<file path="config.mk">
export PLATFORM = sky130hd
export DESIGN_NAME = esc_temp
export DESIGN_NICKNAME = d
export VERILOG_FILES = /design/src/rtl/esc_pkg.sv /design/src/rtl/esc_temp.sv
export SDC_FILE = /design/constraint.sdc
export NUM_CORES = 2
export LEC_CHECK = 0
export BUFFER_PORTS_ARGS = -buffer_cell sky130_fd_sc_hd__buf_2
export CORE_MARGIN = 5
export CORE_UTILIZATION = 40
export DETAILED_ROUTE_END_ITERATION = 7
export GPL_ROUTABILITY_DRIVEN = 0
export PLACE_DENSITY_LB_ADDON = 0.05
export SLEW_MARGIN = 10
export SYNTH_ARGS = -nofsm -noshare
export SYNTH_HDL_FRONTEND = slang
export SYNTH_SLANG_ARGS = --single-unit
</file>
<file path="constraint.sdc">
create_clock -name clk -period 11.5 [get_ports clk]
set_input_delay 2.3 -clock clk [delete_from_list [all_inputs] [get_ports clk]]
set_output_delay 2.3 -clock clk [all_outputs]
set_load 0.01 [all_outputs]
</file>
<file path="src/rtl/esc_pkg.sv">
// Shared types, register codes and arithmetic helpers for the sensor compensation block.
package esc_pkg;

  typedef logic signed [31:0] s32_t;

  typedef struct packed {
    logic [19:0] raw_temp;
    logic [19:0] raw_press;
    logic [15:0] raw_hum;
  } in_t;

  typedef struct packed {
    logic signed [14:0] temp_centi_c;
    logic signed [15:0] temp_centi_f;
    logic [16:0]        hum_q22_10;
    logic [16:0]        hum_milli_pct;
    logic [16:0]        press_pa;
    logic [19:0]        press_milli_mmhg;
  } out_t;

  typedef struct packed {
    s32_t t1, t2, t3;
    s32_t p1, p2, p3, p4, p5, p6, p7, p8, p9;
    s32_t h1, h2, h3, h4, h5, h6;
  } coef_t;

  localparam int DivBits = 32;

  localparam logic [2:0] REG_TEMP    = 3'd0;
  localparam logic [2:0] REG_PRESS_A = 3'd1;
  localparam logic [2:0] REG_PRESS_B = 3'd2;
  localparam logic [2:0] REG_PRESS_9 = 3'd3;
  localparam logic [2:0] REG_HUM     = 3'd4;

  // signed divide by 2**k, truncating toward zero
  function automatic s32_t sdiv_p2(input s32_t x, input int k);
    s32_t bias;
    bias = x[31] ? ((32'sd1 <<< k) - 32'sd1) : 32'sd0;
    return (x + bias) >>> k;
  endfunction

  function automatic coef_t unpack_coefs(input logic [47:0] tc, input logic [63:0] pa,
                                         input logic [63:0] pb, input logic [15:0] p9,
                                         input logic [63:0] hc);
    coef_t c;
    c.t1 = {16'd0, tc[15:0]};
    c.t2 = {{16{tc[31]}}, tc[31:16]};
    c.t3 = {{16{tc[47]}}, tc[47:32]};
    c.p1 = {16'd0, pa[15:0]};
    c.p2 = {{16{pa[31]}}, pa[31:16]};
    c.p3 = {{16{pa[47]}}, pa[47:32]};
    c.p4 = {{16{pa[63]}}, pa[63:48]};
    c.p5 = {{16{pb[15]}}, pb[15:0]};
    c.p6 = {{16{pb[31]}}, pb[31:16]};
    c.p7 = {{16{pb[47]}}, pb[47:32]};
    c.p8 = {{16{pb[63]}}, pb[63:48]};
    c.p9 = {{16{p9[15]}}, p9};
    c.h1 = {24'd0, hc[7:0]};
    c.h2 = {{16{hc[23]}}, hc[23:8]};
    c.h3 = {24'd0, hc[31:24]};
    c.h4 = {{20{hc[43]}}, hc[43:32]};
    c.h5 = {{20{hc[55]}}, hc[55:44]};
    c.h6 = {{24{hc[63]}}, hc[63:56]};
    return c;
  endfunction

endpackage

</file>
<file path="src/rtl/esc_temp.sv">
// Temperature pipeline: fine temperature, centi-degrees C and F.
module esc_temp (
  input  logic                clk,
  input  logic                en,
  input  esc_pkg::coef_t      coefs,
  input  logic [19:0]         raw_temp,
  output esc_pkg::s32_t       tf,
  output logic signed [14:0]  tc,
  output logic signed [15:0]  tfa
);

  esc_pkg::s32_t a1, b1, am, bb, a3, bm, tf4;
  esc_pkg::s32_t t5_sum, t5_div;
  logic signed [14:0] tc5, tc6, tc7;
  logic signed [18:0] v6;
  logic [17:0] mag6;
  logic [35:0] prod6;
  logic neg6;
  logic signed [15:0] tfa7;

  always_comb begin
    t5_sum = (tf4 <<< 2) + tf4 + 32'sd128;
    t5_div = esc_pkg::sdiv_p2(t5_sum, 8);
    v6     = 19'(tc5) * 19'sd18 + 19'sd32000;
    mag6   = v6[18] ? 18'(-v6) : v6[17:0];
  end

  always_ff @(posedge clk) begin
    if (en) begin
      a1   <= $signed({15'd0, raw_temp[19:3]}) - (coefs.t1 <<< 1);
      b1   <= $signed({16'd0, raw_temp[19:4]}) - coefs.t1;
      am   <= a1 * coefs.t2;
      bb   <= b1 * b1;
      a3   <= esc_pkg::sdiv_p2(am, 11);
      bm   <= esc_pkg::sdiv_p2(bb, 12) * coefs.t3;
      tf4  <= a3 + esc_pkg::sdiv_p2(bm, 14);
      if (t5_div < -32'sd4000) begin
        tc5 <= -15'sd4000;
      end else if (t5_div > 32'sd8500) begin
        tc5 <= 15'sd8500;
      end else begin
        tc5 <= t5_div[14:0];
      end
      prod6 <= 36'(mag6) * 36'd209716;
      neg6  <= v6[18];
      tc6   <= tc5;
      tfa7  <= neg6 ? -$signed({1'b0, prod6[35:21]}) : $signed({1'b0, prod6[35:21]});
      tc7   <= tc6;
    end
  end

  assign tf  = tf4;
  assign tc  = tc7;
  assign tfa = tfa7;

endmodule

</file>
==> results.toml <==
[status]
outcome = "finished, final reports clean"

[detailed_routing]
postRouteWirelength_um = 169000
vias_per_cell = 4.89
first_pass_iters = 5
drc = 0
wl_per_cell_um = 18.8
dr_total_vias = 44002
drtIter0Drc = 1899
final_antenna_net_count = 0

[clocking]
ctsResizeCount = 0
cts_hold_buffers = 0
clkTransAtPathRegs_ps = 60
worstSkewPairLatency_ps = 600
clock_path_buffers = 3
clockRootBuffer = "clkbuf_16"
postCtsSetupRepairBufs = 0
clock-sinks = 247
cts_buffers = 37
htree_levels = 2
cts_tree = "built"

[synth]
syn_area_per_cell_sq_um = 9.28
synth_top_flop_cell = "edfxtp_1"
synth_nets = 9353
synthArstFlopShare_pct = 0
synth_top_area_share_pct = 38.4
yosys_warnings = 0
yosys.area.top_type = "fa_1"
yosys.cell_types.count = 96
synthTopCellsByArea = "fa_1 (38%), ha_1 (14%), edfxtp_1 (12%)"
synth.ff_latch_count = 247
yosysSeqAreaShare_pct = 11.7
synth_common_cells = "inv_1 (1741), fa_1 (1219), nand2_1 (844)"
syn_area_sq_um = 63600
syn_inst = 6847
yosysMostFrequentCell = "inv_1"
synth_edf_count = 247

[placement]
portBuffers = 176
hpwl_um = 138000
place_area_sq_um = 66800

[finish]
syn_to_final_growth_pct = 7.14
nets = 9398
postLayoutCellArea_sq_um = 68100
final_core_util_pct = 43.0
drive_gt1_share_pct = 5.65

[floorplanning]
die-width_um = 409
die_y_um = 409
core_area_sq_um = 158000
start_util_pct = 40.2
ios = 661
num_rows = 146
die_area_sq_um = 167000

[worst_setup_path]
cp.arrival_ps = 10580
cp-end-kind = "flop"
start_kind = "flop"
r2r_slack_ps = 1280
path_buf_inv = 5
crit_path_max_fanout = 11
path_class = "reg -> reg"
cpMostUsedCell = "fa_1"
critical-path-slowest-cell = "edfxtp_1"
cp_top_family = "adder cells"
slowest_delay_ps = 630
worstPathRequired_ps = 11850

[grt]
grt_overflow = 0
grt_pass1_vias = 47870
grt_pass1_wl_um = 271000
grt_max_degree = 69
grt_use_total_pct = 20.8
antenna_found_initial = 19

[sta]
rsz0062_at_grt = "no"
timing.fmax_mhz = 97.8
finalSetupTns_ps = 0
skew_ps = 49.5
post-route-period-util_pct = 88.9
hold_ws_ps = 417
finalCriticalPeriod_ps = 10220
maxSlewViolCount = 0
setup_viol = 0
finalHoldViolations = 0
relSlewSlack_pct = 17.1
worstMarginPinSlew_ps = 1230

[hold_path]
hp-class = "reg -> reg"

[job]
maxCapViolations = 0
[path summary, 6_finish.rpt]
kind,from,to,depth (start not counted)
min,tc6[3],tc[3],0
max,tc5[0],prod6[35],35
max reg2reg,tc5[0],prod6[35],35
min reg2reg,tc6[3],tc[3],0
[cell families (layout without fill, tap and decap cells)]
| kind of cell | count (synthesis) | count (layout) | share of synthesized area [%] |
|---|---|---|---|
| XOR/XNOR | 373 | 373 | 5.15 |
| flip-flops | 247 | 247 | 11.7 |
| other | 0 | 4 | 0 |
| AO/OA/AOI/OAI | 488 | 488 | 5.34 |
| adder cells (fa/ha/maj) | 1908 | 1908 | 52.0 |
| multiplexers | 8 | 8 | 0.130 |
| AND/OR/NAND/NOR | 1831 | 1831 | 13.9 |
| buffers and inverters | 1992 | 2066 | 11.8 |
[area by class of cell]
cell class,instances,area [sq um]
antenna,4,10.0
clock buffer,43,948
clock inverter,25,317
fill,15882,90100
inverter,1741,6540
multi-input combinational,4608,48800
sequential,247,7420
tap,2072,2590
timing repair buffer,257,1520
[registers in the layout (all words and copies together), names as in the netlist, 16 cells and up]
name and count:
a1 31, a3 21, am 32, bb 31, bm 32, tf 22
tfa 16
[cells in the final DEF (no fill, tap or decap), types with 53 or more instances in the layout]
cell      count
a21oi_1     122
and2_1      450
nand2_1     844
xor2_1       79
nor2_1      185
o21ai_0      81
buf_2       175
inv_1      1741
nor2b_1      53
fa_1       1219
edfxtp_1    247
ha_1        689
xnor2_1     279
nor3_1       71
buf_4        79
[layer usage]
layer	share of wire [%]	routed length, um	track usage [%]
met1	44	74700	27.9
met2	48	81400	35.6
met3	5.2	8750	3.14
met4	2.5	4160	4.61
met5	0.020	34	0
[metrics by stage]
stage,cells,setup slack (ps)
final,8997,1280
after global routing,8993,533
after CTS,8993,1230
after detailed placement,8925,1080
after global placement,8925,1110
after floorplan,6847,2170
[worst register-to-register path, delay by kind of cell, from the launching register on]
family	cells	cell delay, ps
fa+ha+maj	10	4070
compound gates	9	2300
xor+xnor	3	1220
simple gates	8	1090
buf+inv	5	660
flops	1	630
Power is not shown: default switching activity piles up to over one toggle a cycle in this logic, so the estimate is an artifact.
