File: config.mk
export PLATFORM = sky130hd
export DESIGN_NAME = esc_press_post
export DESIGN_NICKNAME = d
export VERILOG_FILES = /design/src/rtl/esc_pkg.sv /design/src/rtl/esc_press_post.sv
export SDC_FILE = /design/constraint.sdc
export NUM_CORES = 2
export LEC_CHECK = 0
export ABC_AREA = 0
export BUFFER_PORTS_ARGS = -buffer_cell sky130_fd_sc_hd__buf_2
export CAP_MARGIN = 5
export CELL_PAD_IN_SITES_DETAIL_PLACEMENT = 1
export CELL_PAD_IN_SITES_GLOBAL_PLACEMENT = 1
export CORE_ASPECT_RATIO = 1.2
export CORE_MARGIN = 10
export CORE_UTILIZATION = 45
export DETAILED_ROUTE_END_ITERATION = 16
export GPL_TIMING_DRIVEN = 0
export PLACE_DENSITY = 0.83
export RECOVER_POWER = 25
export SLEW_MARGIN = 0
export SYNTH_ARGS = -nofsm -noshare
export SYNTH_HDL_FRONTEND = slang
export SYNTH_SLANG_ARGS = --single-unit
File: constraint.sdc
create_clock -name clk -period 11.1 [get_ports clk]
set_input_delay 1.11 -clock clk [delete_from_list [all_inputs] [get_ports clk]]
set_output_delay 1.11 -clock clk [all_outputs]
set_load 0.03 [all_outputs]
File: src/rtl/esc_pkg.sv
// Shared types, register codes and arithmetic helpers for the sensor compensation block.
package esc_pkg;

  typedef logic signed [31:0] s32_t;

  typedef struct packed {
    logic [19:0] raw_temp;
    logic [19:0] raw_press;
    logic [15:0] raw_hum;
  } in_t;

  typedef struct packed {
    logic signed [14:0] temp_centi_c;
    logic signed [15:0] temp_centi_f;
    logic [16:0]        hum_q22_10;
    logic [16:0]        hum_milli_pct;
    logic [16:0]        press_pa;
    logic [19:0]        press_milli_mmhg;
  } out_t;

  typedef struct packed {
    s32_t t1, t2, t3;
    s32_t p1, p2, p3, p4, p5, p6, p7, p8, p9;
    s32_t h1, h2, h3, h4, h5, h6;
  } coef_t;

  localparam int DivBits = 32;

  localparam logic [2:0] REG_TEMP    = 3'd0;
  localparam logic [2:0] REG_PRESS_A = 3'd1;
  localparam logic [2:0] REG_PRESS_B = 3'd2;
  localparam logic [2:0] REG_PRESS_9 = 3'd3;
  localparam logic [2:0] REG_HUM     = 3'd4;

  // signed divide by 2**k, truncating toward zero
  function automatic s32_t sdiv_p2(input s32_t x, input int k);
    s32_t bias;
    bias = x[31] ? ((32'sd1 <<< k) - 32'sd1) : 32'sd0;
    return (x + bias) >>> k;
  endfunction

  function automatic coef_t unpack_coefs(input logic [47:0] tc, input logic [63:0] pa,
                                         input logic [63:0] pb, input logic [15:0] p9,
                                         input logic [63:0] hc);
    coef_t c;
    c.t1 = {16'd0, tc[15:0]};
    c.t2 = {{16{tc[31]}}, tc[31:16]};
    c.t3 = {{16{tc[47]}}, tc[47:32]};
    c.p1 = {16'd0, pa[15:0]};
    c.p2 = {{16{pa[31]}}, pa[31:16]};
    c.p3 = {{16{pa[47]}}, pa[47:32]};
    c.p4 = {{16{pa[63]}}, pa[63:48]};
    c.p5 = {{16{pb[15]}}, pb[15:0]};
    c.p6 = {{16{pb[31]}}, pb[31:16]};
    c.p7 = {{16{pb[47]}}, pb[47:32]};
    c.p8 = {{16{pb[63]}}, pb[63:48]};
    c.p9 = {{16{p9[15]}}, p9};
    c.h1 = {24'd0, hc[7:0]};
    c.h2 = {{16{hc[23]}}, hc[23:8]};
    c.h3 = {24'd0, hc[31:24]};
    c.h4 = {{20{hc[43]}}, hc[43:32]};
    c.h5 = {{20{hc[55]}}, hc[55:44]};
    c.h6 = {{24{hc[63]}}, hc[63:56]};
    return c;
  endfunction

endpackage

File: src/rtl/esc_press_post.sv
// Pressure back end: correction terms, clamp and conversion to milli-mmHg.
module esc_press_post (
  input  logic           clk,
  input  logic           en,
  input  esc_pkg::coef_t coefs,
  input  logic [31:0]    quo,
  input  logic           hi,
  input  logic           zero,
  output logic [16:0]    pa,
  output logic [19:0]    mmhg
);

  logic [31:0] pu1, pu2, pu3, ps2, pr4;
  logic z1, z2, z3, z4;
  esc_pkg::s32_t pm8, pc9, pd3, e4;
  logic [16:0] pa5, pa6, pa7, pa8;
  logic [43:0] prod6;
  logic [19:0] q0, q7, mm8;
  logic [37:0] rem_full;
  logic [18:0] rem7;

  always_comb begin
    e4 = esc_pkg::sdiv_p2(esc_pkg::sdiv_p2(pc9, 12) + pd3 + coefs.p7, 4);
    q0 = prod6[43:24];
    rem_full = 38'(pa6) * 38'd1000000 - 38'(q0) * 38'd133322;
  end

  always_ff @(posedge clk) begin
    if (en) begin
      pu1 <= hi ? {quo[30:0], 1'b0} : quo;
      z1  <= zero;
      ps2 <= {3'd0, pu1[31:3]} * {3'd0, pu1[31:3]};
      pm8 <= $signed({2'd0, pu1[31:2]}) * coefs.p8;
      pu2 <= pu1;
      z2  <= z1;
      pc9 <= coefs.p9 * $signed({13'd0, ps2[31:13]});
      pd3 <= esc_pkg::sdiv_p2(pm8, 13);
      pu3 <= pu2;
      z3  <= z2;
      pr4 <= pu3 + e4;
      z4  <= z3;
      if (z4 || pr4 < 32'd30000) begin
        pa5 <= 17'd30000;
      end else if (pr4 > 32'd110000) begin
        pa5 <= 17'd110000;
      end else begin
        pa5 <= pr4[16:0];
      end
      prod6 <= 44'(pa5) * 44'd125839816;
      pa6   <= pa5;
      q7    <= q0;
      rem7  <= rem_full[18:0];
      pa7   <= pa6;
      mm8   <= (rem7 >= 19'd133322) ? q7 + 20'd1 : q7;
      pa8   <= pa7;
    end
  end

  assign pa   = pa8;
  assign mmhg = mm8;

endmodule

==> Implementation_results.wiki <==
{| class="wikitable"
! Metric !! Value
|-
| Run status || complete, but fails checks
|-
| Failing checks || capacitance limit, slew limit
|-
| Insertion delay of the later-clocked pin in the worst-skew pair || 0.63 ns
|-
| Worst max-slew margin expressed relative to the limit || -3.014
|-
| 1st-pass router iterations || 5
|-
| Synth area leaders || fa_1 (37%), edfxtp_1 (17%), ha_1 (13%), inv_1 (8.8%), nand2_1 (4.9%)
|-
| Starting density of the core || 0.4537
|-
| Combined buffer and inverter count along the critical path || 7
|-
| Met1 usage || 0.3034
|-
| Number of port buffers || 146
|-
| H-Tree Level Count || 2
|-
| Longest individual stage delay on the worst path || 0.88 ns
|-
| Clock slew at the register clock pins of the worst setup and hold paths || 0.06 ns
|-
| Maximum clock insertion buffer count || 3
|-
| Half-perimeter wire length after detailed placement || 184100 um
|-
| Highest clock frequency the design can meet || 0.09301 GHz
|-
| Final routed wire length divided by cell count || 24.43 um
|-
| Die extent in x || 373.7 um
|-
| Number of global-route vias before repair || 58260
|-
| Wire length of the first global-routing pass || 338700 um
|-
| Number of synthesized register bits || 379
|-
| Pin count of the biggest net entering global routing || 109
|-
| Final Hold Fails || 0
|-
| Num rows || 155
|-
| Post-synthesis net count || 9390
|-
| Total negative setup slack || 0 ns
|-
| Highest-delay cell along the critical path || clkbuf_1
|-
| Number of flops mapped to enable cells by yosys || 379
|-
| Cell depth of the worst flop-to-flop path || 28
|-
| Final layout net count || 9590
|-
| Worst path required time || 11.36 ns
|-
| Max-cap violations || 1
|-
| Number of fill cells in the layout || 16910
|-
| Flip-flop cell with the highest count after synthesis || edfxtp_1
|-
| CP Depth || 28
|-
| Total area of sequential cells || 0.01138 mm2
|-
| Number of library cell types mapped by synthesis || 83
|-
| Maximum fanout along the worst path || 10
|-
| Area fraction of the dominant cell type after synthesis || 0.3727
|-
| Post-DRT Antenna Nets || 0
|-
| RSZ-0062 raised after global routing || false
|-
| Pins over their slew limit || 103
|-
| Worst setup skew after layout || 0.02943 ns
|-
| Average footprint of a synthesized cell || 9.931 um2
|-
| Met3 usage || 0.04588
|-
| Count of warnings emitted by yosys || 0
|-
| Most used standard cell by instance count after synthesis || inv_1
|-
| Share of layout cells above drive strength 1 || 0.04034
|-
| Die Height || 444.5 um
|-
| IO Pins || 649
|-
| Remaining global-route overflow || 0
|-
| Startpoint type of the worst setup path || register
|-
| Arrival time of data at the critical path endpoint || 11.01 ns
|-
| Sinks on the clock net || 379
|-
| Busiest grt layer || met2
|-
| Global-route usage over all layers || 0.2667
|-
| Post-layout util || 0.4862
|-
| Crit-path most repeated cell || fa_1
|-
| Clock root buffer || clkbuf_16
|-
| Area of the mapped netlist || 0.06757 mm2
|-
| Core Footprint || 0.1489 mm2
|-
| Worst Hold Path Cells || 0
|-
| Number of buffers inserted for hold repair after clock tree synthesis || 0
|-
| DRC violation count after routing || 0
|-
| Least-Margin Pin Slew || 6.021 ns
|-
| Share of synthesized flip-flops with an asynchronous set or reset || 0
|-
| Seq/Total Area, Yosys || 0.1684
|-
| Multi-input gate area in the final layout || 0.04934 mm2
|-
| Capturing element type of the critical path || register
|-
| Final period util || 0.9686
|-
| Number of buffers created by CTS || 46
|-
| Met2 track demand over resource in global routing || 0.4684
|-
| TritonCTS clock tree || done
|-
| Number of vias per cell || 5.524
|-
| Area growth from synthesis to layout || 7.164%
|-
| Most frequent cells after synthesis || inv_1 (1589), fa_1 (1258), nand2_1 (890)
|-
| Most area-hungry cell type in the Yosys netlist || fa_1
|-
| Overall via count from detail_route || 49800
|-
| Cell type group with the largest total delay on the critical path || adder cells
|-
| Initial antenna violation count || 21
|-
| Full die area || 0.1661 mm2
|-
| DRC violation total after the first TritonRoute iteration || 3386
|-
| Last weighted congestion value of the routability-driven placer || 0.9929
|-
| Worst hold-check path type || reg2reg
|-
| Detailed Route WL || 220300 um
|-
| Minimum clock period after layout || 10.75 ns
|-
| Category of the critical setup timing path || reg2reg
|-
| Final setup fails || 0
|-
| Number of instances in the synthesized netlist || 6804
|}
worst paths after layout:
check	slack, ns	to	start
hold reg to reg	0.42	pu3[5]$_DFFE_PP_	pu2[5]$_DFFE_PP_
hold / removal	0.42	pu3[5]$_DFFE_PP_	pu2[5]$_DFFE_PP_
setup / recovery	0.35	ps2[31]$_DFFE_PP_	pu1[9]$_DFFE_PP_
setup reg to reg	0.35	ps2[31]$_DFFE_PP_	pu1[9]$_DFFE_PP_
cells in the final DEF, fill, tap and decap left out, drive strengths merged, types with 88 or more instances in the layout:
| cell | Yosys | final |
|---|---|---|
| inv | 1589 | 1594 |
| xnor2 | 301 | 301 |
| and2 | 435 | 435 |
| xor2 | 88 | 88 |
| nand2 | 891 | 891 |
| a21oi | 136 | 136 |
| buf | 8 | 158 |
| clkbuf | 228 | 282 |
| nor2 | 150 | 150 |
| edfxtp | 379 | 379 |
| fa | 1258 | 1258 |
| ha | 716 | 716 |
per-stage QoR:
stage	cell area (um2)	setup WS (ns)	hold slack (ns)	cells
2_1_floorplan	67570	2.561	0.4003	6804
3_3_place_gp	70750	0.7819	0.4005	8912
3_5_place_dp	70850	0.5261	0.4057	8915
4_1_cts	72360	0.5306	0.4082	9000
5_1_grt	72380	0.2072	0.4087	9006
6_report	72410	0.3490	0.4159	9016
state kept, by name (all words and copies together) (netlist names), 19 cells and up:
register and count:
prod6 20, pu1 32, pr4 32, pu3 32
pd3 19, q7 20, pu2 32, pm8 32
mmhg 20, ps2 19, pc9 32
repair_timing:
action                                  in CTS  in global routing
setup buffers                                0                  2
endpoints found under the setup margin       0                  2
resized for setup                            0                  1
layout make-up:
class	count	area share
multi-input combinational	4600	0.6815
sequential	379	0.1572
inverter	1589	0.08237
tap	1962	0.03390
clock buffer	52	0.01650
buffer	236	0.01223
timing repair buffer	152	0.01151
clock inverter	33	0.004406
antenna	13	0.0004493
metal layers:
layer | vias up | share of wire | wire (um)
li1 | 21150 | - | -
met1 | 25900 | 0.36 | 79830
met2 | 1956 | 0.49 | 108900
met3 | 791 | 0.070 | 15360
met4 | 10 | 0.073 | 16090
met5 | - | 0.00028 | 62
cell families after synthesis:
logic type	Yosys count	synth area share
adder cells (fa/ha/maj)	1974	0.5053
buffers and inverters	1825	0.1014
AND/OR/NAND/NOR	1727	0.1215
AO/OA/AOI/OAI	473	0.04644
XOR/XNOR	391	0.05111
flip-flops	379	0.1684
multiplexers	35	0.005778
Power is left out: the tool's default activity adds up to more than one toggle a clock period on the data nets, which glitch-free logic cannot reach.
